`config.mk`:
```
export PLATFORM = sky130hd
export DESIGN_NAME = lzss_ctrl
export DESIGN_NICKNAME = d
export VERILOG_FILES = /design/src/sv/lzss_pkg.sv /design/src/sv/lzss_ctrl.sv
export SDC_FILE = /design/constraint.sdc
export NUM_CORES = 1
export LEC_CHECK = 0
export BUFFER_PORTS_ARGS = -buffer_cell sky130_fd_sc_hd__buf_2
export CELL_PAD_IN_SITES_DETAIL_PLACEMENT = 0
export CELL_PAD_IN_SITES_GLOBAL_PLACEMENT = 1
export CORE_AREA = 2 2 39 41
export CTS_BUF_LIST = sky130_fd_sc_hd__clkbuf_16
export CTS_CLUSTER_DIAMETER = 50
export DETAILED_ROUTE_END_ITERATION = 7
export DIE_AREA = 0 0 41 43
export GPL_ROUTABILITY_DRIVEN = 0
export PLACE_DENSITY = 0.71
export SKIP_LAST_GASP = 1
export SLEW_MARGIN = 15
export SYNTH_ARGS = -nofsm -noshare
export SYNTH_HDL_FRONTEND = slang
export SYNTH_SLANG_ARGS = --single-unit
export TNS_END_PERCENT = 50
```
`constraint.sdc`:
```
create_clock -name clock -period 1.1 [get_ports clock]
set_input_delay 0.165 -clock clock [delete_from_list [all_inputs] [get_ports clock]]
set_output_delay 0.165 -clock clock [all_outputs]
set_load 0.05 [all_outputs]
```
`src/sv/lzss_pkg.sv`:
```
// Shared types and constants for the LZSS stream decompressor.
// Used by the controller, the datapath and the top level; depends on nothing.
`default_nettype none

package lzss_pkg;

   localparam int LZSS_WINDOW_SIZE = 4096;

   localparam int TOKENS_PER_FLAG = 8;
   localparam int MIN_MATCH       = 3;
   localparam logic [1:0] HEADER_LAST = 2'd3;

   // Class of the word at the input, as the parser sees it in its current state.
   typedef enum logic [1:0] {
      ITEM_NONE  = 2'd0,
      ITEM_LIT   = 2'd1,
      ITEM_MATCH = 2'd2
   } item_kind_type;

   typedef struct packed {
      logic accept;
      logic emit_lit;
      logic emit_copy;
      logic finish;
   } cmd_type;

   typedef struct packed {
      item_kind_type kind;
      logic          slot_free;
      logic          run_last;
   } status_type;

endpackage

`default_nettype wire

```
`src/sv/lzss_ctrl.sv`:
```
// Sequencing state machine: accepts a word, then drives literal or match-copy output.
// Depends on lzss_pkg for the command and status structs.
`default_nettype none

module lzss_ctrl (
   input  wire logic                clock,
   input  wire logic                reset,
   input  wire logic                req_valid,
   output logic                     req_ready,
   input  wire lzss_pkg::status_type st,
   output lzss_pkg::cmd_type        cmd
);
   import lzss_pkg::*;

   typedef enum logic [3:0] {
      S_IDLE = 4'b0001,
      S_LIT  = 4'b0010,
      S_READ = 4'b0100,
      S_COPY = 4'b1000
   } state_type;

   state_type state_ff;
   state_type state_in;

   assign req_ready = (state_ff == S_IDLE);

   always_comb begin
      cmd      = '0;
      state_in = state_ff;
      unique case (state_ff)
         S_IDLE: begin
            if (req_valid) begin
               cmd.accept = 1'b1;
               unique case (st.kind)
                  ITEM_LIT:   state_in = S_LIT;
                  ITEM_MATCH: state_in = S_READ;
                  default:    state_in = S_IDLE;
               endcase
            end
         end
         S_LIT: begin
            if (st.slot_free) begin
               cmd.emit_lit = 1'b1;
               cmd.finish   = 1'b1;
               state_in     = S_IDLE;
            end
         end
         // Wait state while the history read lands in the RAM output register.
         S_READ: begin
            state_in = S_COPY;
         end
         S_COPY: begin
            if (st.slot_free) begin
               cmd.emit_copy = 1'b1;
               if (st.run_last) begin
                  cmd.finish = 1'b1;
                  state_in   = S_IDLE;
               end else begin
                  state_in = S_READ;
               end
            end
         end
         default: state_in = S_IDLE;
      endcase
   end

   always_ff @(posedge clock) begin
      if (reset) begin
         state_ff <= S_IDLE;
      end else begin
         state_ff <= state_in;
      end
   end

endmodule

`default_nettype wire

```
# Word-level counts from Yosys, hierarchy flattened
# Cells that the tools add are included.
dict set report totals {
  ff_bits 4
  input_bits 7
}
dict set report op_classes {
  eq_ne 9
  n_mux 14
  reduce_logical 1
}
# op n
set op_table {}
lappend op_table {{case mux 4 bit (4 select lines)} 1}
lappend op_table {{two-way mux 4 bit} 3}
lappend op_table {{two-way mux 1 bit} 6}
lappend op_table {{inequality test 2 bit (second input constant)} 3}
lappend op_table {{case mux 3 bit (2 select lines)} 1}
lappend op_table {{== test 4 x 1 -> 1 bit (second input constant)} 1}
lappend op_table {{== test 4 x 2 -> 1 bit (second input constant)} 1}
lappend op_table {{== test 4 x 3 -> 1 bit (second input constant)} 1}
lappend op_table {{== test 4 bit (second input constant)} 1}
lappend op_table {{two-way mux 3 bit} 1}
lappend op_table {{AND reduction 3 bit} 1}
lappend op_table {{== test 2 x 1 -> 1 bit (second input constant)} 1}
lappend op_table {{== test 2 bit (second input constant)} 1}
lappend op_table {{two-way mux 2 bit} 1}
lappend op_table {{case mux 1 bit (2 select lines)} 1}

# Logic depth before layout (Yosys ltp)
# Gate-level depths: netlist of the first run.
dict set report depth {
  depth_word 4
  mapped_depth 4
  depth_no_buf 4
}

# Worst setup path after synthesis of the first run
# No wires, ideal clock.
dict set report synth_timing {
  kind {register to output}
  from {register state_ff[3]}
  to {output port cmd[0] (netlist bit)}
  arrival_ns 2.471
  required_ns 0.935
  path_slack_ns -1.536
  path_stages_with_launch 4
  cell_sequence {dfxtp_1 -> buf_4 -> nor4_1 -> a21o_1}
}
# element line
set synth_rtl {}
lappend synth_rtl {{start: declaration} lzss_ctrl.sv:22} ;# state_type state_ff;
lappend synth_rtl {{start signal: assignment} lzss_ctrl.sv:71} ;# state_ff <= state_in;
lappend synth_rtl {{end: declaration} lzss_ctrl.sv:11} ;# output lzss_pkg::cmd_type cmd

==> impl_metrics.tcl, run 1 <==
set metrics [dict create \
    grt-busiest-layer "met2" \
    yosys.area_share.simple_pct 39.47 \
    core_sq_um 1384 \
    switchingPower_w 0.0001929 \
    clockBufferDepth 2 \
    wl_per_cell_microns 11.08 \
    grt_pass1_wl_mm 1.338 \
    dieArea_sq_um 1763 \
    design_area_sq_um 614.3 \
    tritoncts "yes" \
    num_rows 14 \
    path_clk_slew_ps 30 \
    hp-class "in2reg" \
    port_buffers 11 \
    grt_max_degree 7 \
    synth_compound_area_share_pct 16.17 \
    cp-end-kind "primary output" \
    crit_required_ps 940 \
    period_needed_ps 1402 \
    p_clk_share_pct 64.8 \
    seqPwrFrac_pct 18.3 \
    synth_top_family_by_area "simple AND/OR/NAND/NOR gates" \
    synth_top_area_share_pct 24.06 \
    rsz0062_at_grt "true" \
    pre_cts_ws_ps -255.5 \
    final_common_cell "buf_4" \
    cts_sinks 4 \
    status "finished, violations left" \
    critPathKind "reg2out" \
    grt_antenna_before_repair 0 \
    vdd_ir_drop_max_v 0.0005391 \
    drt-pass1-iter-count 3 \
    synth_area_sq_um 332.8 \
    combPwrFrac_pct 17.0 \
    grt_pass1_vias 340 \
    switching_share_pct 21.97 \
    final-setup-viol-count 8 \
    p_per_area_nw_per_um2 1430 \
    relSlewSlack_pct 81.30 \
    fmax_ghz 0.7132 \
    drc 0 \
    final_cell_mix "buf_4 (10), buf_2 (6), inv_1 (4)" \
    grt_use_met1_pct 13.83 \
    ys_seq_area_share_pct 24.06 \
    htree_levels 1 \
    drv_cap 0 \
    synthMuxAreaShare_pct 0 \
    die_x_microns 41 \
    start_util_pct 24.05 \
    setup_ws_ps -302.1 \
    area_growth_pct 84.59 \
    synthXorXnorAreaFrac_pct 2.632 \
    syn_nets 47 \
    internal_power_w 0.0006853 \
    finalMaxSlewViolations 0 \
    worstPathArrival_ps 1240 \
    yosysTopAreaCell "dfxtp_1" \
    post_synth.cell_area_avg_sq_um 8.758 \
    setup-tns-final_ps -1621 \
    die_y_microns 43 \
    post-route-util_pct 44.39 \
    top_register "state_ff" \
    worst-path-max-fanout 4 \
    ant_nets 0 \
    cts-root-buf "clkbuf_16" \
    synthTopCellsByArea "dfxtp_1 (24%), ha_1 (7.5%), nor4b_4 (7.1%), a2111oi_2 (4.5%), inv_1 (4.5%)" \
    grt.overflow.total 0 \
    synth_seq_cells 4 \
    via_per_inst 4.387 \
    r2r_cells 5 \
    vias 329 \
    min_period_over_period_pct 127.5 \
    grt_util_met2_pct 16.56 \
    dp_hpwl_microns 605.2 \
    worst_clock_skew_ps 2.136 \
    cts_buffers 3 \
    hold_viol 0 \
    fin_nets 70 \
    p_total_w 0.0008782 \
    top_regs "state_ff x4" \
    cp-start-kind "flop" \
    largest_reg_flops 4 \
    met3_usage_pct 3.141 \
    drive_gt1_share_pct 61.02 \
    track_usage_pct 11.75 \
    synth-adder-area-share_pct 7.519 \
    worstMarginPinSlew_ps 278.3 \
    place_area_sq_um 461.7 \
    synthDistinctLibCells 27 \
    p_leak_nw 0.2813 \
    holdPathStages 2 \
    violations "setup timing" \
    dr.first_iter.drc_count 5 \
    antennaDiodeCount 0 \
    yosys_warnings 0 \
    clk_latency_ps 230 \
    postSynthCellCount 38 \
    io_pins 12 \
    wl_microns 831 \
]
[final timing paths]
path | from | to | slack, ps
worst max-delay path | state_ff[1] | cmd[3] | -300
worst min register to register | state_ff[1] | state_ff[3] | 570
worst min-delay path | reset | state_ff[3] | 130
worst max register to register | state_ff[1] | state_ff[2] | -170
[cell families (layout without fill, tap and decap cells)]
family / Yosys count / in the layout
adders and majority gates: 2 / 2
and+or+nand+nor: 18 / 18
AOI/OAI and AO/OA: 7 / 7
DFF: 4 / 4
buffers and inverters: 6 / 27
xor gates and xnor gates: 1 / 1
[cell type report]
class | count | area [sq um]
clock buffer | 3 | 75.07
fill | 132 | 769.5
inverter | 4 | 15.01
multi-input combinational | 28 | 252.7
sequential | 4 | 90.09
tap | 16 | 20.02
timing repair buffer | 20 | 161.4
[Yosys cell counts]
library cell	number
inv_1	4
and2_1	1
o31ai_1	1
nor3_1	1
nor2_1	2
nand3_1	1
buf_6	1
nor4_1	1
a2111oi_2	1
nor4bb_1	1
nand3b_1	1
and3_1	1
ha_1	2
nor2b_1	2
nand2b_1	2
dfxtp_1	4
xor2_1	1
nor3b_1	1
or3b_1	1
nand2_1	1
nor4b_4	1
a31oi_1	1
a21oi_1	2
a21boi_1	1
and2_4	1
a21o_1	1
buf_4	1
[stage by stage]
step           hold slack (ps)  instances
2_1_floorplan            233.9         38
3_3_place_gp             379.1         70
3_5_place_dp             372.1         70
4_1_cts                  128.9         75
5_1_grt                  144.8         75
6_report                 130.6         75
[power groups by stage]
stage	logic, W	registers [W]	clock network (W)
after floorplan	0.0000842	0.000165	0
after global placement	0.000132	0.000165	0
after detailed placement	0.000131	0.000165	0
after CTS	0.000145	0.000160	0.000577
after global routing	0.000159	0.000162	0.000583
final	0.000149	0.000160	0.000569
[layer usage]
metal	vias up	wire (microns)
met5	-	0
li1	179	-
met3	2	30
met1	137	397
met2	11	380
met4	0	22
[timing repair]
action                     CTS  global route
setup endpoints to repair    9             9
hold buffers                 0             0
setup buffers                2             0
pin swaps                    3             1
gates resized for setup     18             4
[worst max-delay path: stages, from the launching register on]
cell and delay, ps:
dfxtp_4 350, nor4b_4 330, and2_4 200, buf_8 140
(Power assumes the default switching activity.)
==> run 2, diff against run 1 <==
PLACE_DENSITY = 0.69   (was 0.71)
clock period = 1.8 ns   (was 1.1 ns; I/O delays follow)
==> run 2 against run 1 <==
Net effect:
- the run now ends clean
- power down 41%
- count of clock-buffer cells in the layout stayed put
- sequential cell count unchanged
- critical path depth stayed put
- register-to-register slack improved by 670 ps
- utilization down 8.9 points
- global-route usage is 0.81 points lower
- sequential power down 36%
- final cell count is 11% lower
- combinational power down 53%
- hold slack improved by 110 ps
- non-clock buffer count is 8 lower
==> impl_metrics.tcl, run 2 (same netlist as run 1, synthesis figures left out) <==
set metrics [dict create \
    worstPathArrival_ps 1460 \
    grt_max_degree 10 \
    cp-end-kind "primary output" \
    critPathTopFamily "simple AND/OR/NAND/NOR gates" \
    ant_nets 0 \
    core_sq_um 1384 \
    area_growth_pct 47.74 \
    die_x_microns 41 \
    cts_buffers 3 \
    via_per_inst 4.791 \
    path_clk_slew_ps 30 \
    track_usage_pct 10.93 \
    cp_slowest_stage_delay_ps 480 \
    holdPathStages 2 \
    drive_gt1_share_pct 43.14 \
    top_register "state_ff" \
    hp-class "in2reg" \
    period_needed_ps 1735 \
    holdCritStartpoint "reset" \
    tritoncts "yes" \
    timing.rr.start "state_ff[0]" \
    fin_nets 62 \
    cp-start-kind "flop" \
    port_buffers 11 \
    p_per_area_nw_per_um2 1059 \
    stdcell_count 67 \
    ctsHoldBuffers 0 \
    cp_slowest_cell "dfxtp_1" \
    final_cell_mix "buf_2 (11), inv_1 (4), clkbuf_16 (3), dfxtp_1 (3)" \
    final_common_cell "buf_2" \
    p_leak_nw 0.2316 \
    design_area_sq_um 491.7 \
    num-fill-cells 146 \
    status "complete, no violations" \
    cp_cell_sequence "nor4b_4 > and2_4 > buf_2" \
    worstReg2RegEnd "state_ff[0]" \
    relSlewSlack_pct 77.28 \
    drc 0 \
    register_area_sq_um 81.33 \
    regToRegSetupSlack_ps 500 \
    critPathKind "reg2out" \
    largest_reg_flops 4 \
    pre_cts_ws_ps 244.7 \
    worst-path-max-fanout 7 \
    fmax_ghz 0.5765 \
    r2r_cells 4 \
    dieArea_sq_um 1763 \
    clk_latency_ps 230 \
    antennaDiodeCount 0 \
    crit_required_ps 1530 \
    rsz0062_at_grt "true" \
    place_inst 63 \
    dr.first_iter.drc_count 4 \
    drv_cap 0 \
    vdd_ir_drop_max_v 0.0003383 \
    cts-root-buf "clkbuf_16" \
    path_buf_inv 1 \
    die_y_microns 43 \
    grt_pass1_wl_mm 1.221 \
    final-setup-viol-count 0 \
    min_period_over_period_pct 96.36 \
    grt.overflow.total 0 \
    vias 321 \
    min_to "state_ff[3]" \
    htree_levels 1 \
    setup_ws_ps 65.49 \
    grt_pass1_vias 296 \
    place_area_sq_um 407.9 \
    multi_input_area_sq_um 237.7 \
    cts_sinks 4 \
    worstMarginPinSlew_ps 340.3 \
    top_regs "state_ff x4" \
    worst_clock_skew_ps 2.519 \
    hold_viol 0 \
    start_util_pct 24.05 \
    clockBufferDepth 2 \
    finalMaxSlewViolations 0 \
    wl_per_cell_microns 10.96 \
    num_rows 14 \
    wl_microns 734 \
    io_pins 12 \
    dp_hpwl_microns 552.7 \
    drt-pass1-iter-count 2 \
    grt_antenna_before_repair 0 \
]
-- run 2: cell types whose count changed in the layout (fill, tap and decap cells not counted), sizes merged --
cell,previous run,this run
buf,20,12
-- run 2: area by class of cell --
type / instances / area share, %
tap: 16 / 4.071
sequential: 4 / 16.54
multi-input combinational: 28 / 48.35
clock buffer: 3 / 15.27
timing repair buffer: 12 / 12.72
inverter: 4 / 3.053
-- run 2: stage by stage --
step | power, W | hold WS [ps] | utilization, % | setup TNS, ps
floorplan | 0.0001514 | 338.9 | - | -14.89
global placement | 0.0001703 | 489.0 | 29.48 | 0
detailed placement | 0.0001699 | 481.3 | 29.48 | 0
CTS | 0.0005262 | 247.6 | 35.44 | 0
global route | 0.0005381 | 248.4 | 35.53 | -1.965
finish | 0.0005207 | 244.3 | 35.53 | 0
-- run 2: power breakdown --
group          internal [W]  switching (W)
Sequential        0.0000930     0.00000915
Clock              0.000284      0.0000641
Combinational     0.0000298      0.0000407
Total              0.000407       0.000114
-- run 2: worst max path at each step --
stage	from	end	slack, ps	cells after the start
floorplan	state_ff[3]	cmd[3]	-10	3
global placement	state_ff[0]	cmd[3]	260	3
detailed placement	state_ff[0]	cmd[3]	240	3
CTS	state_ff[3]	cmd[0]	10	4
global route	state_ff[0]	cmd[3]	-2	3
finish	state_ff[0]	cmd[3]	70	3
-- run 2: repair_timing --
| item | 4_1_cts | 5_1_grt |
|---|---|---|
| setup endpoints to repair | 1 | 2 |
| buffers inserted | 1 | 0 |
| cloned | 0 | 0 |
| pin swaps | 0 | 0 |
| resized for setup | 0 | 1 |
-- run 2: per-layer routing --
layer	track usage, %	vias up	routed length [microns]
met1	13.78	144	349
met3	4.712	3	55
met2	13.13	15	307
met5	0	-	0
li1	-	159	-
met4	10.00	0	22
